**src/rtl/core/srad_pkg.sv**
```systemverilog
// ----------------------------------------------------------------------------
// srad_pkg: shared types and constants of the shelf rectangle allocator
// Sizes of the shelf row, coordinate widths, register indexes and the control
// and request bundles that the allocator broadcasts to its shelf cells.
// ----------------------------------------------------------------------------
package srad_pkg;

  localparam int SHELF_SLOTS = 64;
  localparam int MAX_SIDE    = 4096;

  localparam int COORD_W = 13;
  localparam int PAD_W   = 4;
  localparam int STEP_W  = COORD_W + 1;
  localparam int CNT_W   = $clog2(SHELF_SLOTS + 1);
  localparam int CFG_W   = 2;

  localparam logic [COORD_W-1:0] COORD_MAX = {COORD_W{1'b1}};

  // Configuration register indexes
  localparam logic [CFG_W-1:0] CFG_ATLAS_WIDTH  = 2'd0;
  localparam logic [CFG_W-1:0] CFG_ATLAS_HEIGHT = 2'd1;
  localparam logic [CFG_W-1:0] CFG_PAD_PIXELS   = 2'd2;

  // Sequencing strobes for one shelf cell
  typedef struct packed {
    logic eval;    // register this shelf's fit flag
    logic pick;    // register the first-fit grant from the claim chain
    logic commit;  // advance the granted cursor
    logic open;    // shelf has been created
    logic alloc;   // write this slot as a new shelf
  } cell_ctl_t;

  // Request data broadcast along the row
  typedef struct packed {
    logic [STEP_W-1:0]  step;        // rect width plus padding
    logic [COORD_W-1:0] height;      // rect height
    logic [COORD_W-1:0] width_lim;   // clamped atlas width
    logic [COORD_W-1:0] new_top;     // top of a new shelf
    logic [COORD_W-1:0] new_cursor;  // cursor of a new shelf
  } cell_req_t;

endpackage

```
**src/rtl/core/srad_shelf_cell.sv**
```systemverilog
// ----------------------------------------------------------------------------
// srad_shelf_cell: one shelf of the allocator
// Holds cursor, top and height of one shelf, evaluates the fit of the current
// request and forwards the first-fit claim to its neighbor.
// ----------------------------------------------------------------------------
module srad_shelf_cell (
  input  logic                        clk_i,
  input  logic                        rst_ni,
  input  srad_pkg::cell_ctl_t         ctl_i,
  input  srad_pkg::cell_req_t         req_i,
  input  logic                        claim_i,
  output logic                        claim_o,
  output logic                        grant_o,
  output logic [srad_pkg::COORD_W-1:0] hit_x_o,
  output logic [srad_pkg::COORD_W-1:0] hit_y_o
);

  logic [srad_pkg::COORD_W-1:0] cursor_q;
  logic [srad_pkg::COORD_W-1:0] top_q;
  logic [srad_pkg::COORD_W-1:0] tall_q;
  logic [srad_pkg::STEP_W:0]    reach;
  logic                         fit_d;
  logic                         fit_q;
  logic                         grant_q;

  // Right edge of the request if it went on this shelf
  assign reach = {2'b00, cursor_q} + {1'b0, req_i.step};

  assign fit_d = ctl_i.open && (req_i.height <= tall_q) &&
                 (reach <= {2'b00, req_i.width_lim});

  always_ff @(posedge clk_i or negedge rst_ni) begin
    if (!rst_ni) begin
      fit_q   <= 1'b0;
      grant_q <= 1'b0;
    end else begin
      if (ctl_i.eval) begin
        fit_q   <= fit_d;
        grant_q <= 1'b0;
      end
      if (ctl_i.pick) begin
        grant_q <= fit_q & ~claim_i;
      end
    end
  end

  // Shelf contents: undefined until the slot is allocated
  always_ff @(posedge clk_i) begin
    if (ctl_i.alloc) begin
      cursor_q <= req_i.new_cursor;
      top_q    <= req_i.new_top;
      tall_q   <= req_i.height;
    end else if (ctl_i.commit && grant_q) begin
      cursor_q <= reach[srad_pkg::COORD_W-1:0];
    end
  end

  assign claim_o = claim_i | fit_q;
  assign grant_o = grant_q;
  assign hit_x_o = grant_q ? cursor_q : '0;
  assign hit_y_o = grant_q ? top_q : '0;

endmodule

```
**config.mk**
```make
export PLATFORM = sky130hd
export DESIGN_NAME = srad_shelf_cell
export DESIGN_NICKNAME = d
export VERILOG_FILES = /design/src/rtl/core/srad_pkg.sv /design/src/rtl/core/srad_shelf_cell.sv
export SDC_FILE = /design/constraint.sdc
export NUM_CORES = 1
export LEC_CHECK = 0
export BUFFER_PORTS_ARGS = -buffer_cell sky130_fd_sc_hd__buf_2
export CAP_MARGIN = 20
export CORE_MARGIN = 10
export CORE_UTILIZATION = 50
export CTS_CLUSTER_DIAMETER = 30
export DETAILED_ROUTE_END_ITERATION = 8
export PLACE_DENSITY = 0.79
export SETUP_SLACK_MARGIN = 0.5
export SLEW_MARGIN = 20
export SYNTH_ARGS = -nofsm -noshare
export SYNTH_HDL_FRONTEND = slang
export SYNTH_SLANG_ARGS = --single-unit
```
**constraint.sdc**
```tcl
create_clock -name clk_i -period 7.3 [get_ports clk_i]
set_input_delay 0.365 -clock clk_i [delete_from_list [all_inputs] [get_ports clk_i]]
set_output_delay 0.365 -clock clk_i [all_outputs]
set_load 0.01 [all_outputs]
```
# Word level (Yosys, flattened, before mapping)
# Cells that the tools add are included.
[totals]
regBits = 41
output_inout_bits = 28
in_bits = 74
elab_cells = 22
[classes]
reduce_logical = 5
magnitude_cmp = 2
n_mux = 6
bitwise_logic = 3
add_sub_neg = 1
[op_table]
columns = ["operator", "count"]
rows = [
  ["$mux W13", 4],
  ["$add A13 B14 Y15", 1],
  ["$le A15 B13 Y1", 1],
  ["$le A13 B13 Y1", 1],
  ["$reduce_bool A2 Y1", 2],
  ["$logic_and A1 B1 Y1", 3],
  ["$mux W1", 2],
  ["$and A1 B1 Y1", 1],
  ["$not A1 Y1", 1],
  ["$or A1 B1 Y1", 1],
]

# Logic depth before layout (Yosys ltp)
[depth]
ltp_word = 3
ltp_mapped = 15
ltp_nobuf = 15

# Worst setup path after synthesis
# Ideal clock, no wire load.
[synth_path]
path_kind = "reg-to-reg"
startpoint = "register cursor_q[1] (netlist name)"
endpoint = "register fit_q"
arrival_ps = 2823
setup_ps = 128
n_path_buf = 0
required_time_ps = 7172
path_stages_with_launch = 15
setup_slack_ps = 4349
period_less_slack_ps = 2951
path_cell_list = "edfxtp_1 -> ha_1 -> a211oi_1 -> o21ai_1 -> and2_1 -> a211o_1 -> a21oi_1 -> xnor2_1 -> ha_1 -> nand4_1 -> nor2_1 -> o2111a_1 -> a221oi_1 -> o2111ai_1 -> o22ai_1"
[synth_between]
elab_chain_len = 3
[synth_rtl]
columns = ["item", "line", "source"]
rows = [
  ["from (decl)", "srad_shelf_cell.sv:18", "logic [srad_pkg::COORD_W-1:0] cursor_q;"],
  ["from (signal assigned)", "srad_shelf_cell.sv:50", "cursor_q <= req_i.new_cursor;"],
  ["from (signal assigned)", "srad_shelf_cell.sv:54", "cursor_q <= reach[srad_pkg::COORD_W-1:0];"],
  ["$add A13 B14 Y15", "srad_shelf_cell.sv:27", "assign reach = {2'b00, cursor_q} + {1'b0, req_i.step};"],
  ["$le A15 B13 Y1", "srad_shelf_cell.sv:30", "(reach <= {2'b00, req_i.width_lim});"],
  ["$logic_and A1 B1 Y1", "srad_shelf_cell.sv:29", "assign fit_d = ctl_i.open && (req_i.height <= tall_q) &&"],
  ["to (signal assigned)", "srad_shelf_cell.sv:38", "fit_q <= fit_d;"],
  ["to (decl)", "srad_shelf_cell.sv:23", "logic fit_q;"],
]
# No other way between the ends.
# A chain may end at the register's enable or synchronous reset.

# Final worst setup path
[layout_path]
startpoint = "register cursor_q[0] (netlist name)"
endpoint = "register fit_q"
# The elaborated chain is that of the path after synthesis.

==> results.tsv <==
stage	metric	value	unit
status	status	completed	
yosys	synth-main-ff-cell	sky130_fd_sc_hd__edfxtp_1	
global_route	grt_pass1_wl	12.8	mm
route	avgRoutedWirePerCell	16.8	um
power	static-leakage-power	0.00182	uW
floorplanning	num_rows	27	
route	initial_detailed_routing_violation_count	88	
cells_and_area	multi_input_logic_area	1580	um^2
cells_and_area	fillCellCount	485	
yosys	synth_sequential_area_ratio	41.4	%
yosys	synthArstFlopShare	4.88	%
route	detailedRoute.firstPassIterationCount	4	
cells_and_area	post_route_cells_drive_above_1_share	32.1	%
route	vias	2495	
worst_setup_path	crit_path_end_kind	register	
place	numPortBuffers	101	
floorplanning	floorplan.die_area	9380	um^2
worst_setup_path	cp.required	7.48	ns
global_route	grt_antenna_before_repair	0	
sta	fmax	307	MHz
global_route	grt_use_total	16.2	%
global_route	grt_max_degree	30	
place	detailedPlacementHpwl	6.28	mm
sta	timing.final.crit_period	3.26	ns
cts	cts.htree.levels	2	
floorplanning	die_height	96.8	um
cts	cts_num_sinks	41	
yosys	synthDistinctLibCells	44	
sta	timing.final.hold_violations	0	
worst_setup_path	rrSetupSlack	4.04	ns
global_route	grt_remaining_overflow	0	
yosys	synth_edf_count	39	
route	finalWirelength	7.75	mm
cells_and_area	final_common_cell	sky130_fd_sc_hd__buf_2	
cells_and_area	finish.instance_area	3660	um^2
yosys	syn-mean-instance-area	10.4	um^2
cells_and_area	number_of_nets_in_the_layout	502	
sta	transition_time_at_the_pin_with_the_least_slew_margin	0.737	ns
sta	layout_worst_path_cycle_share	44.6	%
place	post_place_instance_area	3540	um^2
power	power.ir.vdd_worst	0.000138	V
global_route	first_global_vias	2638	
sta	finalSetupViolations	0	
floorplanning	placeableCoreArea	5610	um^2
cts	cts.path.max_buffers	2	
power	power_per_cell_area	217	nW/um^2
worst_setup_path	critical_path.startpoint_type	register	
sta	rsz0062_at_grt	no	
sta	fin_hold_ws	0.233	ns
hold_path	hp-class	input port to register	
cts	tritoncts_clock_tree	done	
place	globalplace.congestion	0.893	
cts	clock_latency_late_sink	0.30	ns
sta	max_slew_margin	50.9	%
cts	post_cts_resize_count	0	
cts	cts_inserted_buffers	5	
worst_setup_path	critPathKind	register to register	
sta	clock-skew-final	0.0140	ns
cells_and_area	final_design_utilization	65.2	%
job	maxCapViolations	0	
yosys	instance_count_of_the_mapped_netlist	283	
yosys	synth_nets	397	
worst_setup_path	crit_arrival	3.43	ns
yosys	number_of_flip_flops_and_latches_in_the_synthesized_netlist	41	
cells_and_area	sequential_cell_area	1220	um^2
cts	clockRootBuffer	sky130_fd_sc_hd__clkbuf_8	
cells_and_area	synth_to_layout_area_growth	24.0	%
route	drc	0	
floorplanning	die_w	96.8	um
cts	clk_pin_slew	0.09	ns
floorplanning	start_util	52.6	%
worst_setup_path	worst-path-max-fanout	3	
route	final_antenna_net_count	0	
yosys	synth_warnings	0	
route	drt-vias-per-instance	5.41	
yosys	synth.cell_area	2950	um^2
sta	slew_violations	0	
sta	setup_total_negative_slack	0	ns
cells_and_area	most-common-layout-cells	101 x sky130_fd_sc_hd__buf_2, 39 x sky130_fd_sc_hd__ha_1, 39 x sky130_fd_sc_hd__edfxtp_1	
cells_and_area	antenna_cells	0	
floorplanning	io_pins	102	
[layout make-up]
type                    instances  share of cell area [%]
repair buffers                103                    14.3
clock inverters                 3                    1.20
clock buffers                   5                    1.88
inverters                      34                    3.49
multi-input cells             203                    43.3
well taps                      72                    2.46
flip-flops and latches         41                    33.4
[report_power, final]
group,switching (uW),leakage (uW),internal (uW),total [uW]
combinational,165,0.00135,139,304
sequential,12.3,0.000409,290,302
clock,83.7,0.0000585,102,186
[layer usage]
layer | track usage (%) | vias up | part of all wire (%)
met5 | 0 | - | 0
met4 | 4.28 | 0 | 1.4
met3 | 4.83 | 13 | 6.3
met2 | 28.2 | 93 | 50
met1 | 18.8 | 1156 | 42
li1 | - | 1233 | -
[worst max-delay path, cell delays in order, from the launching register on]
cell and delay, ns:
sky130_fd_sc_hd__edfxtp_1 0.42, sky130_fd_sc_hd__ha_1 0.24, sky130_fd_sc_hd__inv_1 0.08, sky130_fd_sc_hd__fa_1 0.25, sky130_fd_sc_hd__nor2b_4 0.06, sky130_fd_sc_hd__o31a_1 0.28, sky130_fd_sc_hd__o221a_4 0.28, sky130_fd_sc_hd__o41ai_4 0.21
sky130_fd_sc_hd__xnor2_1 0.15, sky130_fd_sc_hd__ha_1 0.32, sky130_fd_sc_hd__nand4_1 0.11, sky130_fd_sc_hd__nor2_1 0.19, sky130_fd_sc_hd__o2111a_1 0.21, sky130_fd_sc_hd__a221oi_1 0.07, sky130_fd_sc_hd__o2111ai_1 0.20, sky130_fd_sc_hd__o22ai_1 0.08
[timing repair]
| item | CTS | global route |
|---|---|---|
| hold buffers | 1 | 0 |
| buffers inserted | 0 | 0 |
| endpoints found under the hold margin | 2 | 0 |
[cell usage after synthesis, drive strengths merged, types with 2 or more instances]
| cell type | number | area share, % |
|---|---|---|
| nor2b | 2 | 0.68 |
| and2 | 27 | 5.7 |
| xnor2 | 6 | 1.8 |
| o21a | 4 | 1.0 |
| mux2 | 11 | 4.2 |
| inv | 34 | 4.3 |
| or2 | 2 | 0.42 |
| a21oi | 20 | 3.4 |
| o21ai | 15 | 2.5 |
| mux2i | 2 | 0.68 |
| nand3 | 6 | 1.0 |
| nor2 | 12 | 1.5 |
| clkbuf | 5 | 0.64 |
| a221oi | 2 | 0.59 |
| nor3b | 2 | 0.51 |
| xor2 | 2 | 0.59 |
| a21o | 6 | 1.5 |
| o21bai | 2 | 0.51 |
| a211o | 3 | 0.89 |
| nand2 | 14 | 1.8 |
| dfrtp | 2 | 1.7 |
| o22ai | 2 | 0.42 |
| a211oi | 3 | 0.76 |
| nor3 | 4 | 0.68 |
| edfxtp | 39 | 40 |
| ha | 39 | 17 |
| nand4 | 3 | 0.64 |
[state kept, by name, summed over array words and instances (netlist names)]
| name | cells |
|---|---|
| cursor_q | 13 |
| tall_q | 13 |
| grant_o | 1 |
| top_q | 13 |
| fit_q | 1 |
[worst paths after layout]
check                           cells after the start         to        start
worst min register to register                      2    grant_o        fit_q
worst max register to register                     15      fit_q  cursor_q[0]
worst max-delay path                               15      fit_q  cursor_q[0]
min in group asynchronous                           2    grant_o       rst_ni
worst min-delay path                                1  top_q[12]    req_i[25]
max in group asynchronous                           2      fit_q       rst_ni
[cell families after synthesis]
| kind of cell | synth area share, % |
|---|---|
| simple gates | 13.9 |
| compound gates | 15.3 |
| flops | 41.4 |
| fa+ha+maj | 17.2 |
| buf+inv | 4.96 |
| mux | 4.88 |
| xor+xnor | 2.37 |
[metrics by stage]
stage | std cells | power (uW) | setup slack, ns
final | 461 | 792 | 4.04
after global routing | 461 | 845 | 3.73
after CTS | 461 | 794 | 4.06
after detailed placement | 452 | 605 | 4.02
after global placement | 452 | 595 | 4.09
after floorplan | 283 | 517 | 4.35
(Power assumes the default switching activity.)
